`src/assert_macros.svh`:
```
// Assertion macros used by the top-level RTL file.
`ifndef ASSERT_MACROS_SVH
`define ASSERT_MACROS_SVH

`ifndef ASSERT_OFF

// Check that cons holds in the same cycle as ante.
`define ASSERT_SAME_CYCLE(label, clk, rst, ante, cons) \
   label: assert property (@(posedge clk) disable iff (rst) (ante) |-> (cons)) \
      else $error("assertion failed");

// Check that cons holds in the cycle after ante.
`define ASSERT_NEXT_CYCLE(label, clk, rst, ante, cons) \
   label: assert property (@(posedge clk) disable iff (rst) (ante) |=> (cons)) \
      else $error("assertion failed");

`else

`define ASSERT_SAME_CYCLE(label, clk, rst, ante, cons)
`define ASSERT_NEXT_CYCLE(label, clk, rst, ante, cons)

`endif

`endif

```
`src/widal_pkg.sv`:
```
// Types, constants and register codes of the wheel report filter.
package widal_pkg;

   localparam int HISTORY_DEPTH_DEFAULT = 3;
   localparam int BYTE_W                = 8;
   localparam int BUTTON_BYTES          = 3;
   localparam int CONTROL_BYTES         = 8;
   localparam int AXIS_LANES            = 2;
   localparam int REPORT_BYTES          = BUTTON_BYTES + CONTROL_BYTES;
   localparam int REPORT_W              = REPORT_BYTES * BYTE_W;
   localparam int BUTTON_W              = BUTTON_BYTES * BYTE_W;
   localparam int CSR_INDEX_W           = 2;

   // Byte positions within a report, lowest first.
   localparam int BTN0 = 0;
   localparam int BTN1 = 1;
   localparam int BTN2 = 2;
   localparam int CTL0 = 3;
   localparam int CTL1 = 4;
   localparam int CTL2 = 5;
   localparam int CTL3 = 6;
   localparam int CTL4 = 7;
   localparam int CTL5 = 8;
   localparam int CTL6 = 9;
   localparam int CTL7 = 10;

   localparam logic [BYTE_W-1:0] NIBBLE_MASK  = 8'h0f;
   localparam logic [BYTE_W-1:0] LATCH_BTN_A  = 8'h01;
   localparam logic [BYTE_W-1:0] LATCH_BTN_B  = 8'h08;
   localparam logic [BYTE_W-1:0] LATCH_FLAG_A = 8'h01;
   localparam logic [BYTE_W-1:0] LATCH_FLAG_B = 8'h02;

   typedef enum logic [CSR_INDEX_W-1:0] {
      CSR_LATCH_ENABLE  = 2'd0,
      CSR_EXPAND_ENABLE = 2'd1
   } csr_index_type;

   typedef logic [REPORT_BYTES-1:0][BYTE_W-1:0] report_type;
   typedef logic [AXIS_LANES-1:0][BYTE_W-1:0]   axis_type;

   typedef struct packed {
      logic latch_enable;
      logic expand_enable;
   } cfg_type;

endpackage

```
`src/widal_history.sv`:
```
// Ring history of button and axis samples with AND and sum reduction.
module widal_history import widal_pkg::*; #(
   parameter int HISTORY_DEPTH = HISTORY_DEPTH_DEFAULT
) (
   input  logic                                           clock,
   input  logic                                           reset,
   input  logic                                           wr_en,
   input  logic [BUTTON_W-1:0]                            button_in,
   input  axis_type                                       axis_in,
   output logic [BUTTON_W-1:0]                            button_and,
   output logic [AXIS_LANES-1:0][BYTE_W+$clog2(HISTORY_DEPTH)-1:0] axis_sum
);

   localparam int SumW  = BYTE_W + $clog2(HISTORY_DEPTH);
   localparam int SlotW = (HISTORY_DEPTH > 1) ? $clog2(HISTORY_DEPTH) : 1;

   logic [HISTORY_DEPTH-1:0][BUTTON_W-1:0] btn_hist_ff;
   axis_type [HISTORY_DEPTH-1:0]           axis_hist_ff;
   logic [SlotW-1:0]                       slot_ff;
   logic [SlotW-1:0]                       slot_in;

   // Current sample takes the place of the slot it overwrites.
   always_comb begin
      logic [BUTTON_W-1:0] btn_acc;
      logic [AXIS_LANES-1:0][SumW-1:0] sum_acc;
      btn_acc = '1;
      sum_acc = '0;
      for (int k = 0; k < HISTORY_DEPTH; k++) begin
         if (slot_ff == SlotW'(k)) begin
            btn_acc = btn_acc & button_in;
            for (int i = 0; i < AXIS_LANES; i++) begin
               sum_acc[i] = sum_acc[i] + SumW'(axis_in[i]);
            end
         end else begin
            btn_acc = btn_acc & btn_hist_ff[k];
            for (int i = 0; i < AXIS_LANES; i++) begin
               sum_acc[i] = sum_acc[i] + SumW'(axis_hist_ff[k][i]);
            end
         end
      end
      button_and = btn_acc;
      axis_sum   = sum_acc;
   end

   always_comb begin
      slot_in = slot_ff;
      if (wr_en) begin
         if (slot_ff == SlotW'(HISTORY_DEPTH - 1)) begin
            slot_in = '0;
         end else begin
            slot_in = slot_ff + 1'b1;
         end
      end
   end

   always_ff @(posedge clock) begin
      if (reset) begin
         slot_ff      <= '0;
         btn_hist_ff  <= '0;
         axis_hist_ff <= '0;
      end else begin
         slot_ff <= slot_in;
         for (int k = 0; k < HISTORY_DEPTH; k++) begin
            if (wr_en && slot_ff == SlotW'(k)) begin
               btn_hist_ff[k]  <= button_in;
               axis_hist_ff[k] <= axis_in;
            end
         end
      end
   end

endmodule

```
`src/widal_calc.sv`:
```
// Mean by reciprocal multiply, nibble expansion and button latching.
module widal_calc import widal_pkg::*; #(
   parameter int HISTORY_DEPTH = HISTORY_DEPTH_DEFAULT
) (
   input  report_type                                             report_in,
   input  logic                                                   pending,
   input  cfg_type                                                cfg,
   input  logic [BUTTON_W-1:0]                                    button_and,
   input  logic [AXIS_LANES-1:0][BYTE_W+$clog2(HISTORY_DEPTH)-1:0] axis_sum,
   output report_type                                             result
);

   localparam int SumW   = BYTE_W + $clog2(HISTORY_DEPTH);
   localparam int Shift  = 16;
   localparam int RecipW = Shift + 1;
   localparam int ProdW  = SumW + RecipW;
   // Rounded-up reciprocal; exact floor for sums below 2^11 and depth up to 8.
   localparam longint Recip = ((longint'(1) << Shift) + HISTORY_DEPTH - 1) / HISTORY_DEPTH;

   logic [AXIS_LANES-1:0][ProdW-1:0] prod;

   always_comb begin
      for (int i = 0; i < AXIS_LANES; i++) begin
         prod[i] = ProdW'(axis_sum[i]) * ProdW'(Recip);
      end
   end

   always_comb begin
      logic [BYTE_W-1:0] btn1;
      logic [BYTE_W-1:0] ctl3;
      result = report_in;
      result[BTN0] = button_and[BTN0*BYTE_W +: BYTE_W];
      result[BTN2] = button_and[BTN2*BYTE_W +: BYTE_W];
      result[CTL4] = prod[0][Shift +: BYTE_W];
      result[CTL5] = prod[1][Shift +: BYTE_W];

      if (cfg.expand_enable) begin
         result[CTL0] = report_in[CTL7] & NIBBLE_MASK;
         result[CTL1] = {4'h0, report_in[CTL7][BYTE_W-1:4]};
      end

      // Set a flag on press; restore the button from a flag already set.
      btn1 = button_and[BTN1*BYTE_W +: BYTE_W];
      ctl3 = report_in[CTL3];
      if (cfg.latch_enable && !pending) begin
         if ((btn1 & LATCH_BTN_A) != '0) begin
            ctl3 = ctl3 | LATCH_FLAG_A;
         end else if ((ctl3 & LATCH_FLAG_A) != '0) begin
            btn1 = btn1 | LATCH_BTN_A;
         end
         if ((btn1 & LATCH_BTN_B) != '0) begin
            ctl3 = ctl3 | LATCH_FLAG_B;
         end else if ((ctl3 & LATCH_FLAG_B) != '0) begin
            btn1 = btn1 | LATCH_BTN_B;
         end
      end
      result[BTN1] = btn1;
      result[CTL3] = ctl3;
   end

endmodule

```
`src/wheel_input_debounce_average_latch.sv`:
```
// Top level of the wheel report debounce, average and latch filter.
//
//   channel  direction  handshake              payload
//   req_     in         req_tvalid/req_tready  tdata: 11 report bytes, tuser: pending
//   rsp_     out        rsp_tvalid/rsp_tready  tdata: 11 filtered bytes
//   csr_     in         csr_valid/csr_ready    csr_index, csr_data (bit 0)
//
// One item per cycle sustained while rsp_tready holds; an accepted item passes
// through the input register, then the result register, which drives rsp_tvalid.
// The input register feeds the history reduction, the divide-by-depth multiply and
// the latch logic in one pass into the result register.
// Reset (synchronous) clears the history, the ring slot and both valid bits; latch
// off, expand on. A stalled result holds the result register; the input register
// still takes an item and waits, so the input side stalls only when both are full.
`include "assert_macros.svh"

module wheel_input_debounce_average_latch import widal_pkg::*; #(
   parameter int HISTORY_DEPTH = HISTORY_DEPTH_DEFAULT
) (
   input  logic                   clock,
   input  logic                   reset,
   // bits from low: button_byte0..2, control_byte0..7
   input  logic [REPORT_W-1:0]    req_tdata,
   // bit 0: transition_pending
   input  logic                   req_tuser,
   input  logic                   req_tvalid,
   output logic                   req_tready,
   // bits from low: out_button0..2, out_control0..3, out_axis_first,
   // out_axis_second, out_control6, out_control7
   output logic [REPORT_W-1:0]    rsp_tdata,
   output logic                   rsp_tvalid,
   input  logic                   rsp_tready,
   input  logic                   csr_valid,
   output logic                   csr_ready,
   input  logic [CSR_INDEX_W-1:0] csr_index,
   input  logic                   csr_data
);

   localparam int SumW = BYTE_W + $clog2(HISTORY_DEPTH);

   // Input register.
   logic       a_valid_ff;
   logic       a_valid_in;
   report_type a_data_ff;
   logic       a_pending_ff;

   // Result register.
   logic       b_valid_ff;
   logic       b_valid_in;
   report_type b_data_ff;

   cfg_type    cfg_ff;
   cfg_type    cfg_in;

   logic       req_accept;
   logic       advance_a;

   logic [BUTTON_W-1:0]               button_and;
   logic [AXIS_LANES-1:0][SumW-1:0]   axis_sum;
   axis_type                          axis_now;
   report_type                        result;

   // Move the input item forward whenever the result register is free or draining.
   assign advance_a  = a_valid_ff && (!b_valid_ff || rsp_tready);
   assign req_tready = !a_valid_ff || advance_a;
   assign req_accept = req_tvalid && req_tready;

   assign csr_ready  = 1'b1;
   assign rsp_tvalid = b_valid_ff;
   assign rsp_tdata  = b_data_ff;

   assign axis_now[0] = a_data_ff[CTL4];
   assign axis_now[1] = a_data_ff[CTL5];

   widal_history #(
      .HISTORY_DEPTH(HISTORY_DEPTH)
   ) u_history (
      .clock      (clock),
      .reset      (reset),
      .wr_en      (advance_a),
      .button_in  (a_data_ff[BTN2:BTN0]),
      .axis_in    (axis_now),
      .button_and (button_and),
      .axis_sum   (axis_sum)
   );

   widal_calc #(
      .HISTORY_DEPTH(HISTORY_DEPTH)
   ) u_calc (
      .report_in  (a_data_ff),
      .pending    (a_pending_ff),
      .cfg        (cfg_ff),
      .button_and (button_and),
      .axis_sum   (axis_sum),
      .result     (result)
   );

   always_comb begin
      a_valid_in = a_valid_ff;
      if (req_accept) begin
         a_valid_in = 1'b1;
      end else if (advance_a) begin
         a_valid_in = 1'b0;
      end
   end

   always_comb begin
      b_valid_in = b_valid_ff;
      if (advance_a) begin
         b_valid_in = 1'b1;
      end else if (rsp_tready) begin
         b_valid_in = 1'b0;
      end
   end

   // Decode register writes; drop writes to unknown indexes.
   always_comb begin
      cfg_in = cfg_ff;
      if (csr_valid && csr_ready) begin
         case (csr_index)
            CSR_LATCH_ENABLE:  cfg_in.latch_enable  = csr_data;
            CSR_EXPAND_ENABLE: cfg_in.expand_enable = csr_data;
            default:           cfg_in = cfg_ff;
         endcase
      end
   end

   always_ff @(posedge clock) begin
      if (reset) begin
         a_valid_ff           <= 1'b0;
         b_valid_ff           <= 1'b0;
         cfg_ff.latch_enable  <= 1'b0;
         cfg_ff.expand_enable <= 1'b1;
      end else begin
         a_valid_ff <= a_valid_in;
         b_valid_ff <= b_valid_in;
         cfg_ff     <= cfg_in;
      end
   end

   // Payload: load the input on accept, the result on advance; hold otherwise.
   always_ff @(posedge clock) begin
      if (req_accept) begin
         a_data_ff    <= req_tdata;
         a_pending_ff <= req_tuser;
      end
      if (advance_a) begin
         b_data_ff <= result;
      end
   end

   `ASSERT_SAME_CYCLE(ready_when_input_empty, clock, reset, !a_valid_ff, req_tready)
   `ASSERT_NEXT_CYCLE(input_holds_when_blocked, clock, reset,
                      a_valid_ff && !advance_a, a_valid_ff)
   `ASSERT_NEXT_CYCLE(advance_fills_result, clock, reset, advance_a, b_valid_ff)

endmodule

```
`config.mk`:
```
export PLATFORM = sky130hd
export DESIGN_NAME = wheel_input_debounce_average_latch
export DESIGN_NICKNAME = d
export VERILOG_FILES = /design/src/widal_pkg.sv /design/src/widal_history.sv /design/src/widal_calc.sv /design/src/wheel_input_debounce_average_latch.sv
export VERILOG_INCLUDE_DIRS = /design/src /design/src/src
export SDC_FILE = /design/constraint.sdc
export NUM_CORES = 1
export LEC_CHECK = 0
export ABC_AREA = 1
export BUFFER_PORTS_ARGS = -buffer_cell sky130_fd_sc_hd__buf_4
export CORE_UTILIZATION = 45
export DETAILED_ROUTE_END_ITERATION = 7
export PLACE_DENSITY = 0.68
export SLEW_MARGIN = 20
export SYNTH_ARGS = -nofsm -noshare
export SYNTH_HDL_FRONTEND = slang
export SYNTH_HIERARCHICAL = 1
export SYNTH_SLANG_ARGS = --single-unit
```
`constraint.sdc`:
```
create_clock -name clock -period 11.2 [get_ports clock]
set_clock_uncertainty 0.2 [all_clocks]
set_input_delay 1.12 -clock clock [delete_from_list [all_inputs] [get_ports clock]]
set_output_delay 1.12 -clock clock [all_outputs]
set_load 0.01 [all_outputs]
```
==> results.sh, run 1 <==
export IMPL_cp_end_kind="flip-flop"
export IMPL_finalCritPeriodShare_pct=68.45
export IMPL_grt_overflow_total=0
export IMPL_arrival_ps=7770
export IMPL_cts_resized_gates=0
export IMPL_drtIter0Drc=751
export IMPL_drv_cap=0
export IMPL_run_status="finished clean"
export IMPL_synthArstFlopShare_pct=0
export IMPL_switchingPower_mw=2.856
export IMPL_cts_max_level=2
export IMPL_comb_power_share_pct=60.3
export IMPL_hold_viol=0
export IMPL_dp_slack_ps=3540
export IMPL_die_w_um=202.0
export IMPL_num_rows=72
export IMPL_start_util_pct=46.05
export IMPL_path_class="flip-flop to flip-flop"
export IMPL_fin_ws_ps=3533
export IMPL_clkSlewWorstSetupHoldPaths_ps=60
export IMPL_internal_power_mw=3.292
export IMPL_fmax_ghz=0.1304
export IMPL_relSlewSlack_pct=29.24
export IMPL_dpl_cell_area_um2=19410
export IMPL_root_buffer="clkbuf_16"
export IMPL_pwr_share_seq_pct=21.9
export IMPL_drt_total_wl_mm=39.72
export IMPL_cts_sinks=303
export IMPL_syn_inst=2056
export IMPL_ys_seq_area_share_pct=43.53
export IMPL_die_area_um2=40810
export IMPL_setup_viol=0
export IMPL_place_gp_congestion=0.8652
export IMPL_peakVddDrop_v=0.0001757
export IMPL_ctsLongestPathBuffers=3
export IMPL_grt_antenna_before_repair=0
export IMPL_io_pins=188
export IMPL_wl_per_cell_um=14.64
export IMPL_cts_inserted_buffers=34
export IMPL_p_per_area_nw_per_um2=299.7
export IMPL_rrSetupSlack_ps=3530
export IMPL_grt_max_degree=71
export IMPL_p_leak_nw=9.465
export IMPL_required_ps=11310
export IMPL_port_buffers=186
export IMPL_hold_class="flip-flop to flip-flop"
export IMPL_cpPeakStageDelay_ps=600
export IMPL_syn_to_final_growth_pct=13.97
export IMPL_cpMaxStageDelayCell="fa_1"
export IMPL_dr_pass1_iters=5
export IMPL_crit_fanout=50
export IMPL_whs_ps=210.4
export IMPL_cts_tree="yes"
export IMPL_synth_distinct_cells=35
export IMPL_worst_pin_slew_ps=1058
export IMPL_nets=2485
export IMPL_grt_pass1_wl_mm=65.31
export IMPL_synth_edf_count=177
export IMPL_hpwl_mm=28.71
export IMPL_fin_crit_ps=7667
export IMPL_cts_setup_buffers=0
export IMPL_insertion_delay_ps=550
export IMPL_finalMaxSlewViolations=0
export IMPL_fin_area_um2=20520
export IMPL_crit_path_start_kind="flip-flop"
export IMPL_rsz0062_at_grt="false"
export IMPL_critPathMostFrequentCell="nand2_1"
export IMPL_viasPerCell=4.948
export IMPL_syn_avg_cell_area_um2=8.757
export IMPL_tns_ps=0
export IMPL_first_global_vias=13212
export IMPL_ys_flop_type="edfxtp_1"
export IMPL_detail_route_antenna_nets=0
export IMPL_ys_warn_count=6
export IMPL_finalCoreUtilization_pct=52.48
export IMPL_drc=0
export IMPL_die_h_um=202.0
export IMPL_antenna_cells=0
export IMPL_drive_gt1_share_pct=13.08
export IMPL_p_sw_share_pct=46.45
export IMPL_core_area_um2=39100
export IMPL_syn_area_um2=18000
export IMPL_vias=13423
export IMPL_syn_num_nets=2372
export IMPL_fillers=3569
export IMPL_grt_total_usage_pct=19.82
export IMPL_holdBufCountCts=0
export IMPL_synth_seq_cells=303
export IMPL_power_share_clock_pct=17.8
## path summary, 6_finish.rpt
kind | cells after the start | endpoint | from
max | 31 | rsp_tdata[59] | u_history/slot_ff[0]
max reg2reg | 31 | rsp_tdata[59] | u_history/slot_ff[0]
min | 0 | rsp_tdata[73] | a_data_ff[73]
min reg2reg | 0 | rsp_tdata[73] | a_data_ff[73]
## worst max-delay path, delay by kind of cell, from the launching register on
family | cells | cell delay, ps
xor+xnor | 1 | 170
fa+ha+maj | 9 | 3690
simple gates | 14 | 1770
compound gates | 3 | 870
buf+inv | 4 | 280
flops | 1 | 430
## placed cells by master (no fill, tap or decap), types with 4 or more instances in the layout
master	Yosys	layout
o21ai_1	21	21
clkbuf_1	24	9
mux2_2	8	8
o21bai_1	5	5
dfxtp_1	126	126
o22ai_1	7	7
buf_4	63	193
xnor2_1	8	8
inv_1	310	309
nand2_2	9	10
ha_1	155	155
nand3_1	104	104
nor2_2	11	11
nand4_1	15	15
xor2_1	13	13
a211oi_1	17	17
edfxtp_1	177	177
nand2_1	426	425
fa_1	64	64
nor2_1	160	160
inv_2	7	7
o21ai_0	128	128
clkbuf_16	0	35
a21oi_1	141	140
nand3b_1	4	4
nor3_1	13	13
## flip-flops by register name (all words and copies together), names as in the netlist
register                flops
cfg_ff                      2
u_history/slot_ff           2
a_pending_ff                1
u_history/btn_hist_ff      72
u_history/axis_hist_ff     48
rsp_tvalid                  1
a_valid_ff                  1
rsp_tdata                  88
a_data_ff                  88
## final cells by class
type                       instances  area, µm²  share of cell area (%)
clock inverter                    13      143.9                  0.7013
tap                              518      648.1                   3.159
timing repair buffer             193       1449                   7.061
clock buffer                      49      963.4                   4.695
sequential                       303       7838                   38.20
multi-input combinational       1320       8284                   40.37
inverter                         317       1192                   5.811
## synthesized netlist by cell type (15+ instances only)
library cell / instances / share of area, %
nand2_1: 426 / 8.9
inv_1: 310 / 6.5
edfxtp_1: 177 / 30
nor2_1: 160 / 3.3
ha_1: 155 / 11
a21oi_1: 141 / 3.9
o21ai_0: 128 / 3.6
dfxtp_1: 126 / 14
nand3_1: 104 / 2.9
fa_1: 64 / 7.1
buf_4: 63 / 2.6
buf_2: 27 / 0.75
clkbuf_1: 24 / 0.50
o21ai_1: 21 / 0.58
a211oi_1: 17 / 0.71
nand4_1: 15 / 0.52
## power by group through the flow
stage,logic (mW),clock network [mW],registers [mW]
final,3.71,1.10,1.34
after global routing,4.35,1.17,1.35
after CTS,3.74,1.13,1.35
after detailed placement,3.70,0,1.37
after global placement,3.67,0,1.37
after floorplan,2.83,0,1.38
## per-stage QoR
step / instances / power (mW)
2_1_floorplan: 2056 / 4.218
3_3_place_gp: 2651 / 5.035
3_5_place_dp: 2651 / 5.069
4_1_cts: 2713 / 6.221
5_1_grt: 2713 / 6.875
6_report: 2713 / 6.149
## routing by layer
metal	vias up	track usage [%]	part of all wire (%)
met1	6244	25.54	46
met2	261	34.01	48
met4	0	5.276	1.9
li1	6866	-	-
met5	-	0	0
met3	52	3.741	4.7
## kinds of logic after synthesis
| group | count (synthesis) | synth area share [%] |
|---|---|---|
| AND/OR/NAND/NOR | 750 | 17.19 |
| other | 1 | 0.02083 |
| XOR/XNOR | 21 | 1.022 |
| multiplexers | 8 | 0.5004 |
| flip-flops | 303 | 43.53 |
| buffers and inverters | 433 | 10.53 |
| adder cells (fa/ha/maj) | 219 | 17.89 |
| AO/OA/AOI/OAI | 321 | 9.313 |
No activity file was read; power rests on OpenSTA's default activity.
==> inputs of run 2 (changes only) <==
Settings changed: PLACE_DENSITY 0.68 to 0.7.
Clock period 11.2 ns to 6.15 ns, I/O delays scaled along.
==> run 2 against run 1 <==
Critical path depth shrank 4. Sequential share of layout area shrank 2.6 points. Critical endpoint is now rsp_tdata[66]. Clock power is 78% higher. Register-to-register slack worse by 3800 ps. Sequential cell count unchanged. Fmax is 20% higher. Core utilization grew 4.0 points. The flow now finishes with violations (setup timing). Hold slack lost 160 ps. Via count up 4.7%. Count of clock-buffer cells in the layout is 1 higher.
==> results.sh, run 2 (same netlist as run 1, synthesis figures left out) <==
export IMPL_ctsLongestPathBuffers=3
export IMPL_internal_power_mw=7.514
export IMPL_required_ps=6260
export IMPL_wl_per_cell_um=14.72
export IMPL_violations="setup timing"
export IMPL_finalCoreUtilization_pct=56.45
export IMPL_worst_pin_slew_ps=997.7
export IMPL_fin_crit_ps=6382
export IMPL_cts_tree="yes"
export IMPL_crit_path_start_kind="flip-flop"
export IMPL_drt_total_wl_mm=41.56
export IMPL_fin_ws_ps=-232.1
export IMPL_drive_gt1_share_pct=23.25
export IMPL_peakVddDrop_v=0.0005414
export IMPL_grt_max_degree=77
export IMPL_vias=14060
export IMPL_grt_antenna_before_repair=0
export IMPL_rsz0062_at_grt="true"
export IMPL_critPathBufInv=4
export IMPL_cpMaxStageDelayCell="fa_1"
export IMPL_core_area_um2=39100
export IMPL_cts_inserted_buffers=34
export IMPL_hold_viol=0
export IMPL_drc=0
export IMPL_setup_viol=16
export IMPL_final_seq_area_um2=7845
export IMPL_pwr_share_seq_pct=17.7
export IMPL_hold_depth=1
export IMPL_fmax_ghz=0.1567
export IMPL_p_per_area_nw_per_um2=628.4
export IMPL_viasPerCell=4.981
export IMPL_port_buffers=186
export IMPL_syn_to_final_growth_pct=22.58
export IMPL_final_common_cell="nand2_1"
export IMPL_multiInputGateArea_um2=9000
export IMPL_first_global_vias=14055
export IMPL_dpl_cell_area_um2=20530
export IMPL_comb_power_share_pct=68.2
export IMPL_cp_end_kind="flip-flop"
export IMPL_cts_max_level=2
export IMPL_fillers=3386
export IMPL_p_sw_share_pct=45.81
export IMPL_finalCritPeriodShare_pct=103.8
export IMPL_switchingPower_mw=6.353
export IMPL_p_leak_nw=10.06
export IMPL_path_class="flip-flop to flip-flop"
export IMPL_grt_overflow_total=0
export IMPL_arrival_ps=6490
export IMPL_root_buffer="clkbuf_16"
export IMPL_drv_cap=0
export IMPL_drtIter0Drc=756
export IMPL_clkSlewWorstSetupHoldPaths_ps=60
export IMPL_io_pins=188
export IMPL_fin_area_um2=22070
export IMPL_detail_route_antenna_nets=0
export IMPL_hold_class="input pin to flip-flop"
export IMPL_nets=2596
export IMPL_grt_pass1_wl_mm=68.28
export IMPL_die_w_um=202.0
export IMPL_critPathMostFrequentCell="fa_1"
export IMPL_power_share_clock_pct=14.2
export IMPL_crit_family="adder cells"
export IMPL_start_util_pct=46.05
export IMPL_cts_sinks=303
export IMPL_finalMaxSlewViolations=0
export IMPL_antenna_cells=0
export IMPL_place_gp_congestion=0.9033
export IMPL_path_depth=27
export IMPL_cpPeakStageDelay_ps=560
export IMPL_num_rows=72
export IMPL_die_h_um=202.0
export IMPL_relSlewSlack_pct=33.48
export IMPL_whs_ps=46.28
export IMPL_p_total_mw=13.87
export IMPL_run_status="finished, violations left"
export IMPL_die_area_um2=40810
export IMPL_crit_fanout=9
export IMPL_final_cell_mix="387 x nand2_1, 302 x buf_4, 298 x inv_1, 177 x edfxtp_1, 143 x nor2_1"
export IMPL_dr_pass1_iters=4
export IMPL_hpwl_mm=29.77
export IMPL_grt_total_usage_pct=20.65
export IMPL_ff2ff_path_depth=27
export IMPL_insertion_delay_ps=540
run 2: changes by cell type in the layout (fill, tap and decap cells not counted), sizes merged:
| cell | change |
|---|---|
| clkinvlp | -2 |
| inv | -3 |
| clkbuf | +1 |
| buf | +111 |
| clkinv | +3 |
run 2: what timing repair did:
| item | in CTS | in global routing |
|---|---|---|
| endpoints found under the setup margin | 16 | 16 |
| cloned | 0 | 0 |
| buffers inserted | 4 | 1 |
| hold buffers | 0 | 0 |
| gates resized for setup | 62 | 30 |
| pin swaps | 11 | 15 |
run 2: worst register-to-register path, cell delays in order (launching register included):
cell and delay, ps:
dfxtp_4 370, nor2_4 150, inv_4 90, o21ai_0 180
ha_1 280, a21oi_1 130, nand2_1 130, xor2_1 170
ha_1 320, or2_2 340, nand3_2 90, nand2_2 70
xor2_2 180, ha_1 310, inv_2 60, fa_1 550
inv_2 60, fa_1 500, fa_1 560, fa_1 460
ha_4 320, nand2_4 70, inv_4 80, nand2_2 80
nor3_2 130, nand2_1 130, nand3_1 90, nand2_1 60
run 2: layer usage:
layer / GRT usage (%) / up-vias / wire (µm)
met1: 25.47 / 6577 / 17930
met2: 36.21 / 309 / 20520
met5: 0 / - / 0
li1: - / 7089 / -
met4: 7.359 / 0 / 1176
met3: 3.499 / 85 / 1941
run 2: worst paths after layout:
path / from / to / slack, ps
max: u_history/slot_ff[0] / rsp_tdata[66] / -230
min: req_tdata[10] / a_data_ff[10] / 50
max reg2reg: u_history/slot_ff[0] / rsp_tdata[66] / -230
min reg2reg: a_data_ff[42] / rsp_tdata[42] / 220
run 2: area by class of cell:
class | count | area share (%)
tap | 518 | 2.937
clock buffer | 50 | 4.400
clock inverter | 11 | 0.4819
inverter | 317 | 5.437
sequential | 303 | 35.55
timing repair buffer | 304 | 10.41
multi-input combinational | 1320 | 40.78
run 2: power by group through the flow:
stage | Combinational, mW | Clock (mW) | Sequential [mW]
floorplan | 5.99 | 0 | 2.52
global route | 10.7 | 2.09 | 2.46
finish | 9.46 | 1.96 | 2.45
detailed placement | 8.23 | 0 | 2.49
CTS | 9.08 | 2.02 | 2.45
global placement | 8.07 | 0 | 2.49
run 2: metrics by stage:
step | setup WS [ps] | TNS (ps) | std cells
after floorplan | -114.3 | -927.5 | 2056
after global placement | -197.9 | -2158 | 2757
after detailed placement | -300.5 | -4170 | 2757
after CTS | -185.1 | -2157 | 2822
after global routing | -633.5 | -8925 | 2823
final | -232.1 | -2667 | 2823
